## src/design/jcb_pkg.sv

```systemverilog
// shared types for the jacobi symbol block: controller states, command and status groups
package jcb_pkg;

   typedef enum logic [2:0] {
      ST_IDLE,
      ST_CHECK,
      ST_REDUCE,
      ST_FIX,
      ST_LOOP,
      ST_MOD,
      ST_FINISH
   } state_type;

   // commands from the controller to the datapath
   typedef struct packed {
      logic load;      // take a new item from the request channel
      logic mod_step;  // one restoring remainder step
      logic fix_neg;   // turn a negative residue non-negative
      logic halve;     // strip one factor of two
      logic swap;      // reciprocity swap and start of a new remainder
      logic capture;   // write the result register
   } cmd_type;

   // status from the datapath to the controller
   typedef struct packed {
      logic n_bad;     // modulus zero or even
      logic mod_last;  // final remainder step
      logic a_zero;
      logic a_even;
   } status_type;

endpackage

```

## src/design/jcb_if.sv

```systemverilog
// request and response channel interfaces of the jacobi symbol block
interface jcb_req_if #(parameter int WIDTH = 32);
   logic                    valid;
   logic                    ready;
   logic signed [WIDTH-1:0] value;
   logic        [WIDTH-2:0] modulus;

   modport source (output valid, output value, output modulus, input ready);
   modport sink (input valid, input value, input modulus, output ready);
endinterface

interface jcb_rsp_if;
   logic              valid;
   logic              ready;
   logic signed [1:0] symbol;
   logic              valid_res;

   modport source (output valid, output symbol, output valid_res, input ready);
   modport sink (input valid, input symbol, input valid_res, output ready);
endinterface

```

## src/design/jcb_ctrl.sv

```systemverilog
// controller state machine of the jacobi symbol block
module jcb_ctrl
   import jcb_pkg::*;
(
   input  logic       clock,
   input  logic       reset,
   input  logic       req_valid,
   output logic       req_ready,
   output logic       rsp_valid,
   input  logic       rsp_ready,
   input  status_type status,
   output cmd_type    cmd
);

   state_type state_ff, state_in;
   logic      full_ff, full_in;
   logic      slot_free;

   assign slot_free = !full_ff || rsp_ready;

   always_ff @(posedge clock) begin
      if (reset) begin
         state_ff <= ST_IDLE;
         full_ff  <= 1'b0;
      end else begin
         state_ff <= state_in;
         full_ff  <= full_in;
      end
   end

   // next state
   always_comb begin
      state_in = state_ff;
      case (state_ff)
         ST_IDLE: begin
            if (req_valid) state_in = ST_CHECK;
         end
         ST_CHECK: begin
            state_in = status.n_bad ? ST_FINISH : ST_REDUCE;
         end
         ST_REDUCE: begin
            if (status.mod_last) state_in = ST_FIX;
         end
         ST_FIX: state_in = ST_LOOP;
         ST_LOOP: begin
            if (status.a_zero) state_in = ST_FINISH;
            else if (!status.a_even) state_in = ST_MOD;
         end
         ST_MOD: begin
            if (status.mod_last) state_in = ST_LOOP;
         end
         ST_FINISH: begin
            if (slot_free) state_in = ST_IDLE;
         end
         default: state_in = ST_IDLE;
      endcase
   end

   // outputs
   always_comb begin
      cmd       = '0;
      req_ready = 1'b0;
      case (state_ff)
         ST_IDLE: begin
            req_ready = 1'b1;
            cmd.load  = req_valid;
         end
         ST_CHECK: ;
         ST_REDUCE: cmd.mod_step = 1'b1;
         ST_FIX: cmd.fix_neg = 1'b1;
         ST_LOOP: begin
            cmd.halve = !status.a_zero && status.a_even;
            cmd.swap  = !status.a_zero && !status.a_even;
         end
         ST_MOD: cmd.mod_step = 1'b1;
         ST_FINISH: cmd.capture = slot_free;
         default: ;
      endcase
   end

   assign rsp_valid = full_ff;

   always_comb begin
      full_in = full_ff;
      if (rsp_ready) full_in = 1'b0;
      if (cmd.capture) full_in = 1'b1;
   end

endmodule

```

## src/design/jcb_dpath.sv

```systemverilog
// datapath of the jacobi symbol block: operand registers, remainder unit, result register
module jcb_dpath
   import jcb_pkg::*;
#(
   parameter int WIDTH = 32
) (
   input  logic                    clock,
   input  cmd_type                 cmd,
   input  logic signed [WIDTH-1:0] value,
   input  logic        [WIDTH-2:0] modulus,
   output status_type              status,
   output logic signed [1:0]       symbol,
   output logic                    valid_res
);

   localparam int M  = WIDTH - 1;
   localparam int CW = $clog2(WIDTH);

   logic [M-1:0]     a_ff, a_in;
   logic [M-1:0]     n_ff, n_in;
   logic [M-1:0]     rem_ff, rem_in;
   logic [WIDTH-1:0] dvd_ff, dvd_in;
   logic [CW-1:0]    cnt_ff, cnt_in;
   logic             neg_ff, neg_in;
   logic             sgn_ff, sgn_in;
   logic [1:0]       sym_ff, sym_in;
   logic             vres_ff, vres_in;

   logic [WIDTH-1:0] trial;
   logic [WIDTH-1:0] diff;
   logic [M-1:0]     step_rem;
   logic [WIDTH-1:0] mag;

   // magnitude of the signed value, the most negative one maps to 2^(WIDTH-1)
   assign mag = value[WIDTH-1] ? (WIDTH'(0) - value) : value;

   // one restoring remainder step
   assign trial    = {rem_ff, dvd_ff[WIDTH-1]};
   assign diff     = trial - {1'b0, n_ff};
   assign step_rem = (trial >= {1'b0, n_ff}) ? diff[M-1:0] : trial[M-1:0];

   assign status.n_bad    = !n_ff[0];
   assign status.mod_last = (cnt_ff == '0);
   assign status.a_zero   = (a_ff == '0);
   assign status.a_even   = !a_ff[0];

   always_ff @(posedge clock) begin
      a_ff    <= a_in;
      n_ff    <= n_in;
      rem_ff  <= rem_in;
      dvd_ff  <= dvd_in;
      cnt_ff  <= cnt_in;
      neg_ff  <= neg_in;
      sgn_ff  <= sgn_in;
      sym_ff  <= sym_in;
      vres_ff <= vres_in;
   end

   always_comb begin
      a_in    = a_ff;
      n_in    = n_ff;
      rem_in  = rem_ff;
      dvd_in  = dvd_ff;
      cnt_in  = cnt_ff;
      neg_in  = neg_ff;
      sgn_in  = sgn_ff;
      sym_in  = sym_ff;
      vres_in = vres_ff;
      if (cmd.load) begin
         n_in   = modulus;
         dvd_in = mag;
         neg_in = value[WIDTH-1];
         rem_in = '0;
         cnt_in = CW'(WIDTH - 1);
         sgn_in = 1'b0;
         a_in   = '0;
      end
      if (cmd.mod_step) begin
         rem_in = step_rem;
         dvd_in = {dvd_ff[WIDTH-2:0], 1'b0};
         cnt_in = cnt_ff - 1'b1;
         if (cnt_ff == '0) a_in = step_rem;
      end
      if (cmd.fix_neg) begin
         if (neg_ff && a_ff != '0) a_in = n_ff - a_ff;
      end
      if (cmd.halve) begin
         a_in = {1'b0, a_ff[M-1:1]};
         if (n_ff[2:0] == 3'd3 || n_ff[2:0] == 3'd5) sgn_in = !sgn_ff;
      end
      if (cmd.swap) begin
         // old modulus becomes the dividend, the odd value the new modulus
         n_in   = a_ff;
         dvd_in = {1'b0, n_ff};
         rem_in = '0;
         cnt_in = CW'(WIDTH - 1);
         if (a_ff[1:0] == 2'd3 && n_ff[1:0] == 2'd3) sgn_in = !sgn_ff;
      end
      if (cmd.capture) begin
         vres_in = n_ff[0];
         if (n_ff == M'(1)) sym_in = sgn_ff ? 2'b11 : 2'b01;
         else sym_in = 2'b00;
      end
   end

   assign symbol    = sym_ff;
   assign valid_res = vres_ff;

endmodule

```

## src/design/jacobi_symbol.sv

```systemverilog
// jacobi symbol unit: top level joining controller, datapath and the two channels
//
// takes a signed value and a modulus and returns the jacobi symbol (-1, 0 or 1)
// with a flag that is set when the modulus is odd and non-zero; an even or zero
// modulus gives symbol 0 with the flag clear. one item is worked at a time. the
// value is first reduced by a bit-serial restoring remainder unit, then the
// binary loop runs, stripping factors of two and doing reciprocity swaps, the
// swap reusing the same remainder unit. the result sits in an output register,
// so a new item is taken while it waits; the next result is held in the finish
// step until the waiting one has been read.
module jacobi_symbol
   import jcb_pkg::*;
#(
   parameter int WIDTH = 32
) (
   input  logic clock,
   input  logic reset,
   jcb_req_if.sink   req_ch,
   jcb_rsp_if.source rsp_ch
);

   cmd_type    cmd;
   status_type status;

   // sequencing of reduce, halve, swap and result steps
   jcb_ctrl u_ctrl (
      .clock     (clock),
      .reset     (reset),
      .req_valid (req_ch.valid),
      .req_ready (req_ch.ready),
      .rsp_valid (rsp_ch.valid),
      .rsp_ready (rsp_ch.ready),
      .status    (status),
      .cmd       (cmd)
   );

   // operands, sign accumulator, remainder unit and result register
   jcb_dpath #(
      .WIDTH (WIDTH)
   ) u_dpath (
      .clock     (clock),
      .cmd       (cmd),
      .value     (req_ch.value),
      .modulus   (req_ch.modulus),
      .status    (status),
      .symbol    (rsp_ch.symbol),
      .valid_res (rsp_ch.valid_res)
   );

endmodule
```

## src/flat_wrapper.sv

```systemverilog
// flat-port wrapper written by rule: the top's interface ports become plain ports
module jacobi_symbol_flat import jcb_pkg::*;
#(
   parameter int WIDTH = 32
)
  (clock, reset, req_ch_valid, req_ch_value, req_ch_modulus, req_ch_ready, rsp_ch_valid, rsp_ch_symbol, rsp_ch_valid_res, rsp_ch_ready);
  jcb_req_if #(.WIDTH(WIDTH)) req_ch_i ();
  jcb_rsp_if rsp_ch_i ();
  input  logic clock;
  input  logic reset;
  input wire logic [$bits(req_ch_i.valid)-1:0] req_ch_valid;
  input wire logic [$bits(req_ch_i.value)-1:0] req_ch_value;
  input wire logic [$bits(req_ch_i.modulus)-1:0] req_ch_modulus;
  output wire logic [$bits(req_ch_i.ready)-1:0] req_ch_ready;
  output wire logic [$bits(rsp_ch_i.valid)-1:0] rsp_ch_valid;
  output wire logic [$bits(rsp_ch_i.symbol)-1:0] rsp_ch_symbol;
  output wire logic [$bits(rsp_ch_i.valid_res)-1:0] rsp_ch_valid_res;
  input wire logic [$bits(rsp_ch_i.ready)-1:0] rsp_ch_ready;
  assign req_ch_i.valid = req_ch_valid;
  assign req_ch_i.value = req_ch_value;
  assign req_ch_i.modulus = req_ch_modulus;
  assign req_ch_ready = req_ch_i.ready;
  assign rsp_ch_valid = rsp_ch_i.valid;
  assign rsp_ch_symbol = rsp_ch_i.symbol;
  assign rsp_ch_valid_res = rsp_ch_i.valid_res;
  assign rsp_ch_i.ready = rsp_ch_ready;
  jacobi_symbol #(.WIDTH(WIDTH)) u_core (.clock(clock), .reset(reset), .req_ch(req_ch_i), .rsp_ch(rsp_ch_i));
endmodule
```

## config.mk

```make
export PLATFORM = sky130hd
export DESIGN_NAME = jacobi_symbol_flat
export DESIGN_NICKNAME = d
export VERILOG_FILES = /design/src/design/jcb_pkg.sv /design/src/design/jcb_if.sv /design/src/design/jcb_ctrl.sv /design/src/design/jcb_dpath.sv /design/src/design/jacobi_symbol.sv /design/src/flat_wrapper.sv
export SDC_FILE = /design/constraint.sdc
export NUM_CORES = 1
export LEC_CHECK = 0
export ABC_AREA = 1
export ABC_CLOCK_PERIOD_IN_PS = 8150
export BUFFER_PORTS_ARGS = -buffer_cell sky130_fd_sc_hd__buf_4
export CORE_MARGIN = 2
export CORE_UTILIZATION = 25
export DETAILED_ROUTE_END_ITERATION = 7
export GPL_TIMING_DRIVEN = 0
export HOLD_SLACK_MARGIN = 0.05
export MAX_ROUTING_LAYER = met4
export PLACE_DENSITY = 0.48
export SYNTH_ARGS = -nofsm -noshare
export SYNTH_HDL_FRONTEND = slang
export SYNTH_SLANG_ARGS = --single-unit
```

## constraint.sdc

```tcl
create_clock -name clock -period 8.15 [get_ports clock]
set_clock_uncertainty 0.1 [all_clocks]
set_input_delay 0.815 -clock clock [delete_from_list [all_inputs] [get_ports clock]]
set_output_delay 0.815 -clock clock [all_outputs]
set_load 0.02 [all_outputs]
```

Word-level counts from Yosys, hierarchy flattened. Index checks and enable logic that the tools add are counted.

Flip-flop bits (word level): 139. Input port bits: 67. Output and inout bits: 5. Logic and storage cells: 93.

Add/subtract/negate cells: 4. Magnitude comparators: 1. Eq/ne operators: 16. Muxes and demuxes: 39. Reductions and logical operators: 20.

Operator list (number): $mux W31 (11); $mux W32 (3); $sub A31 B31 Y31 (2); $ge A32 B31 Y1 (1); $sub A1 B32 Y32 const A (1); $eq A31 B1 Y1 const B (1); $logic_not A31 Y1 (1); $reduce_bool A31 Y1 (1); $mux W30 (1); $mux W3 (7); $pmux W3 S7 (1); $eq A3 B3 Y1 const B (4); $mux W1 (12); $mux W5 (2); $eq A3 B2 Y1 const B (3); $reduce_bool A2 Y1 (3); $logic_not A5 Y1 (1); $reduce_and A5 Y1 (1); $sub A5 B1 Y5 const B (1); $eq A2 B2 Y1 const B (2); $logic_and A1 B1 Y1 (4); $logic_not A1 Y1 (4); $mux W2 (2); $ne A2 B1 Y1 const B (2); 7 further kinds (9).

Depth between registers and ports, before layout.
Depth in word-level cells: 8. Depth in mapped cells: 20. Depth with buffers taken out: 19.

Cells and area by module. Synthesis repeated with hierarchy kept, for this count alone.

Cells, all modules: 1898. Area, all modules: 12080.3 sq um.

By module, submodules not included: jcb_dpath (instances 1, cells an instance 1833, area an instance 11706.2 sq um, sequential area each 3363.2 sq um); jcb_ctrl (instances 1, cells an instance 65, area an instance 374.1 sq um, sequential area each 80.1 sq um).

Worst setup path after synthesis. No wires, ideal clock.

Path kind: reg2reg. From: reg u_core.u_ctrl.state_ff[2]. To: reg u_core.u_dpath.n_ff[0], enable pin. Library setup time: 0.388 ns. Data arrival time: 2.108 ns. Required time: 7.662 ns. Slack: 5.553 ns. Stages on the path, launching flop included: 7. Path buffers: 2. Period minus slack after synthesis: 2.597 ns. Cell sequence: dfxtp_1 > nand2_1 > nor2_1 > inv_1 > clkbuf_1 > clkbuf_1 > nand2_1.

Cells in the longest elaborated chain, start to end: 3. Elaborated cells on any way between the ends: 5. Classes of those cells: 1 x eq/ne; 2 x mux; 2 x reduce/logical.

Ends and longest elaborated chain: start: declaration (line jcb_ctrl.sv:15) `state_type state_ff, state_in;`; start signal: assignment (line jcb_ctrl.sv:26) `state_ff <= state_in;`; $eq A3 B3 Y1 or $logic_not A3 Y1 (tied branches) (line jcb_ctrl.sv:63) `case (state_ff)`; $mux W2 or $mux W1 (tied branches) (line jcb_ctrl.sv:63); $reduce_bool A2 Y1 (no line) *; end signal: assignment (line jcb_dpath.sv:49) `n_ff <= n_in;`; end: declaration (line jcb_dpath.sv:20) `logic [M-1:0] n_ff, n_in;`.

Every way passes the cells marked *; elsewhere a longest branch is shown, timed or not. A chain may end at the register's enable or synchronous reset.

Worst setup path in the final report.
From: reg u_core.u_ctrl.state_ff[2]. To: reg u_core.u_dpath.n_ff[27], enable pin.

The elaborated chain is that of the path after synthesis.

==> run_results.csv <==
group,metric,value,unit
status,run_status,"completed",
timing,final_critical_path_setup_slack,4760,ps
floorplanning,chipWidth,222,um
power_and_ir_drop,pwr_density_cell,370,nW/um2
layout,stdcell_count,2612,
layout,areaGrowthSynthToFinish,15.6,%
layout,drive_gt1_share,7.93,%
global_route,first_global_vias,12300,
logic_synthesis,synth.top_cell.area_share,18.0,%
drt,post_drt_wl_per_cell,18.4,um
drt,via_count,12600,
worst_setup_path,worst-path-max-fanout,31,
timing,final-max-slew-violation-count,0,
worst_setup_path,worstPathArrival,3360,ps
worst_hold_path,worst_hold_path_type,"flip-flop to flip-flop",
layout,final-seq-area,3440,um2
timing,unrepaired_setup_endpoints_after_global_routing,"false",
clock_tree,cts_tree,"built",
floorplanning,die_area,49300,um2
drt,route.antenna.remaining_nets,0,
worst_setup_path,worstPathBufferInverterCount,3,
clock_tree,worst_skew_late_latency,450,ps
timing,minimum_period_implied_by_the_final_worst_setup_slack,3390,ps
clock_tree,postCtsSetupRepairBufs,0,
worst_setup_path,cp-start-kind,"flip-flop",
global_route,grt_overflow_total,0,
timing,period_share,41.6,%
worst_setup_path,cp_top_family,"simple AND/OR/NAND/NOR gates",
global_route,grt_first_pass_wirelength,73100,um
global_route,gr-usage-all-layers,20.0,%
logic_synthesis,yosys-top-cells-area,"nand2_1 18%, edfxtp_1 17%, dfxtp_1 12%, inv_1 8.9%, ha_1 6.7%",
placement,place.detailed.hpwl,39900,um
placement,post-place-cells,2579,
clock_tree,cts_inserted_buffers,17,
clock_tree,cts_resized,0,
logic_synthesis,synth.yosys.seq_area_share,29.0,%
placement,number_of_port_buffers,71,
timing,worst-slew-pin-transition,958,ps
worst_setup_path,crit_path_max_incr_delay,710,ps
clock_tree,cts.path.max_buffers,2,
timing,max_clock_freq,0.295,GHz
clock_tree,h-tree-depth,4,
logic_synthesis,netlist_area,11900,um2
worst_setup_path,crit_chain,"nand2_1 -> nor2_1 -> inv_1 -> clkbuf_1 -> clkbuf_1 -> nand2_2",
drt,route.detailed.drc,0,
worst_setup_path,slowest_stage,"nand2_2",
logic_synthesis,synth.avg_cell_area,6.25,um2
global_route,antenna_found_initial,1,
layout,design.final.nets,2124,
drt,firstDrtPassIters,5,
logic_synthesis,postSynthCellCount,1901,
placement,gp_congestion,0.960,
logic_synthesis,synthesis.yosys.warnings,0,
logic_synthesis,synth.distinct_cells,46,
timing,max_slew_margin,36.1,%
global_route,grt_max_degree,41,
logic_synthesis,synth_top_area_cell,"nand2_1",
layout,multi_input_logic_area,7110,um2
drt,post_drt_via_cell_ratio,4.84,
worst_setup_path,critical_path_required,8120,ps
floorplanning,rows,79,
logic_synthesis,yosys_register_bits,139,
logic_synthesis,syn_nets,2034,
worst_setup_path,timing.setup.critical_path_class,"flip-flop to flip-flop",
timing,post_route_setup_tns,0,ps
drt,detailed_route_wire_length,48100,um
layout,num-fill-cells,5269,
floorplanning,die-height,222,um
timing,hold_viol_final,0,
placement,place_ws,4780,ps
clock_tree,cts_hold_buffers,0,
clock_tree,clock-sinks,139,
floorplanning,io-pin-count,72,
floorplanning,start_util,25.4,%
drt,initial_detailed_routing_violation_count,951,
worst_setup_path,end_kind,"flip-flop",
worst_setup_path,ff2ff_setup_slack,4760,ps
floorplanning,placeableCoreArea,46800,um2
worst_setup_path,cp_common_cell,"clkbuf_1",
job,number_of_maximum_capacitance_violations,0,
power_and_ir_drop,power.static_leakage,6.42,nW
clock_tree,cts-root-buf,"clkbuf_16",
power_and_ir_drop,peakVddDrop,0.000184,V
clock_tree,cts.reportedPaths.clkPinSlew,60,ps
timing,number_of_setup_violations_in_the_final_report,0,
## synthesized netlist by cell type, drive strengths merged
library cell    n
a22oi           1
nor4           14
nand3         157
dfxtp          73
o31ai           3
a21boi          1
o211ai         11
nor2          181
or2             4
nand3b          6
nor3           36
o2111ai         1
o21bai          9
nor3b           1
o22ai          12
nand4          31
nand2         584
a211oi          1
a21o            2
a221oi          2
a31o            2
clkbuf         35
xor2           25
fa              2
clkinv          1
edfxtp         66
a22o            5
a21oi          84
o21ai         142
xnor2          12
o221ai          5
and3            1
and2            2
ha             64
inv           290
a31oi          14
buf            19
o21a            2
## metrics by stage
| step | util, % | hold slack, ps | power [mW] | cell area (um2) |
|---|---|---|---|---|
| after detailed placement | 28.2 | 362 | 4.27 | 13200 |
| after floorplan | - | 326 | 3.29 | 11900 |
| after global routing | 29.4 | 395 | 5.52 | 13700 |
| final | 29.4 | 364 | 5.08 | 13700 |
| after CTS | 29.4 | 369 | 5.05 | 13700 |
| after global placement | 28.2 | 343 | 4.27 | 13200 |
## report_power, final
group,switching (mW),leakage (nW),internal (mW)
registers,0.251,1.22,1.06
clock network,0.365,0.273,0.401
logic,2.06,4.93,0.938
total,2.68,6.42,2.40
## metal layers
| layer | routed length (um) | GRT usage [%] | vias up |
|---|---|---|---|
| met1 | 22900 | 26.1 | 5851 |
| li1 | - | - | 6411 |
| met5 | 0 | - | - |
| met4 | 1540 | 6.82 | 0 |
| met3 | 2110 | 2.77 | 73 |
| met2 | 21600 | 31.8 | 300 |
## sequential cells by signal (all words and copies together) (netlist names)
name	cells
u_core.u_dpath.cnt_ff	5
u_core.u_ctrl.rsp_valid	1
u_core.u_dpath.neg_ff	1
u_core.u_ctrl.state_ff	3
u_core.u_dpath.a_ff	31
u_core.u_dpath.dvd_ff	32
u_core.u_dpath.rem_ff	31
u_core.u_dpath.n_ff	31
u_core.u_dpath.symbol	2
u_core.u_dpath.sgn_ff	1
u_core.u_dpath.valid_res	1
## path summary, 6_finish.rpt
check,from,to,cells after the start
setup reg to reg,u_core.u_ctrl.state_ff[2],u_core.u_dpath.n_ff[27],6
hold reg to reg,u_core.u_dpath.a_ff[25],u_core.u_dpath.a_ff[24],2
hold / removal,u_core.u_dpath.a_ff[25],u_core.u_dpath.a_ff[24],2
setup / recovery,u_core.u_ctrl.state_ff[2],u_core.u_dpath.n_ff[27],6
## layout make-up
type                    count  share of cell area [%]
well taps                 607                    5.53
diodes                      1                  0.0182
multi-input cells        1417                    51.8
flip-flops and latches    139                    25.1
repair buffers             71                    3.88
inverters                 291                    7.96
clock buffers              17                    3.10
clock inverters            15                   0.939
plain buffers              54                    1.73
## cells in the final DEF (no fill, tap or decap), types with 9 or more instances in the layout
cell	count
dfxtp_1	73
ha_1	64
xor2_1	25
buf_2	16
o211ai_1	11
edfxtp_1	66
a31oi_1	14
nand2_2	15
o22ai_1	12
clkbuf_16	17
nand4_1	31
o21bai_1	9
buf_4	71
nand3_1	156
clkbuf_1	35
inv_1	282
nor3_1	36
nor2_1	173
nor4_1	14
nand2_1	569
a21oi_1	84
xnor2_1	12
o21ai_0	134
## cells by family (layout without fill, tap and decap cells)
kind of cell               Yosys count  in the layout  synth area share (%)
xor gates and xnor gates            37             37                  2.73
and+or+nand+nor                   1017           1017                  36.1
adders and majority gates           66             66                  7.08
DFF                                139            139                  29.0
other                                0              1                     0
buffers and inverters              345            448                  11.2
AOI/OAI and AO/OA                  297            297                  13.9
## worst min-delay path: stages (launching register included)
cell and delay (ps):
dfxtp_1 320, nand2_1 60, nand2_1 50
(Power assumes the default switching activity.)
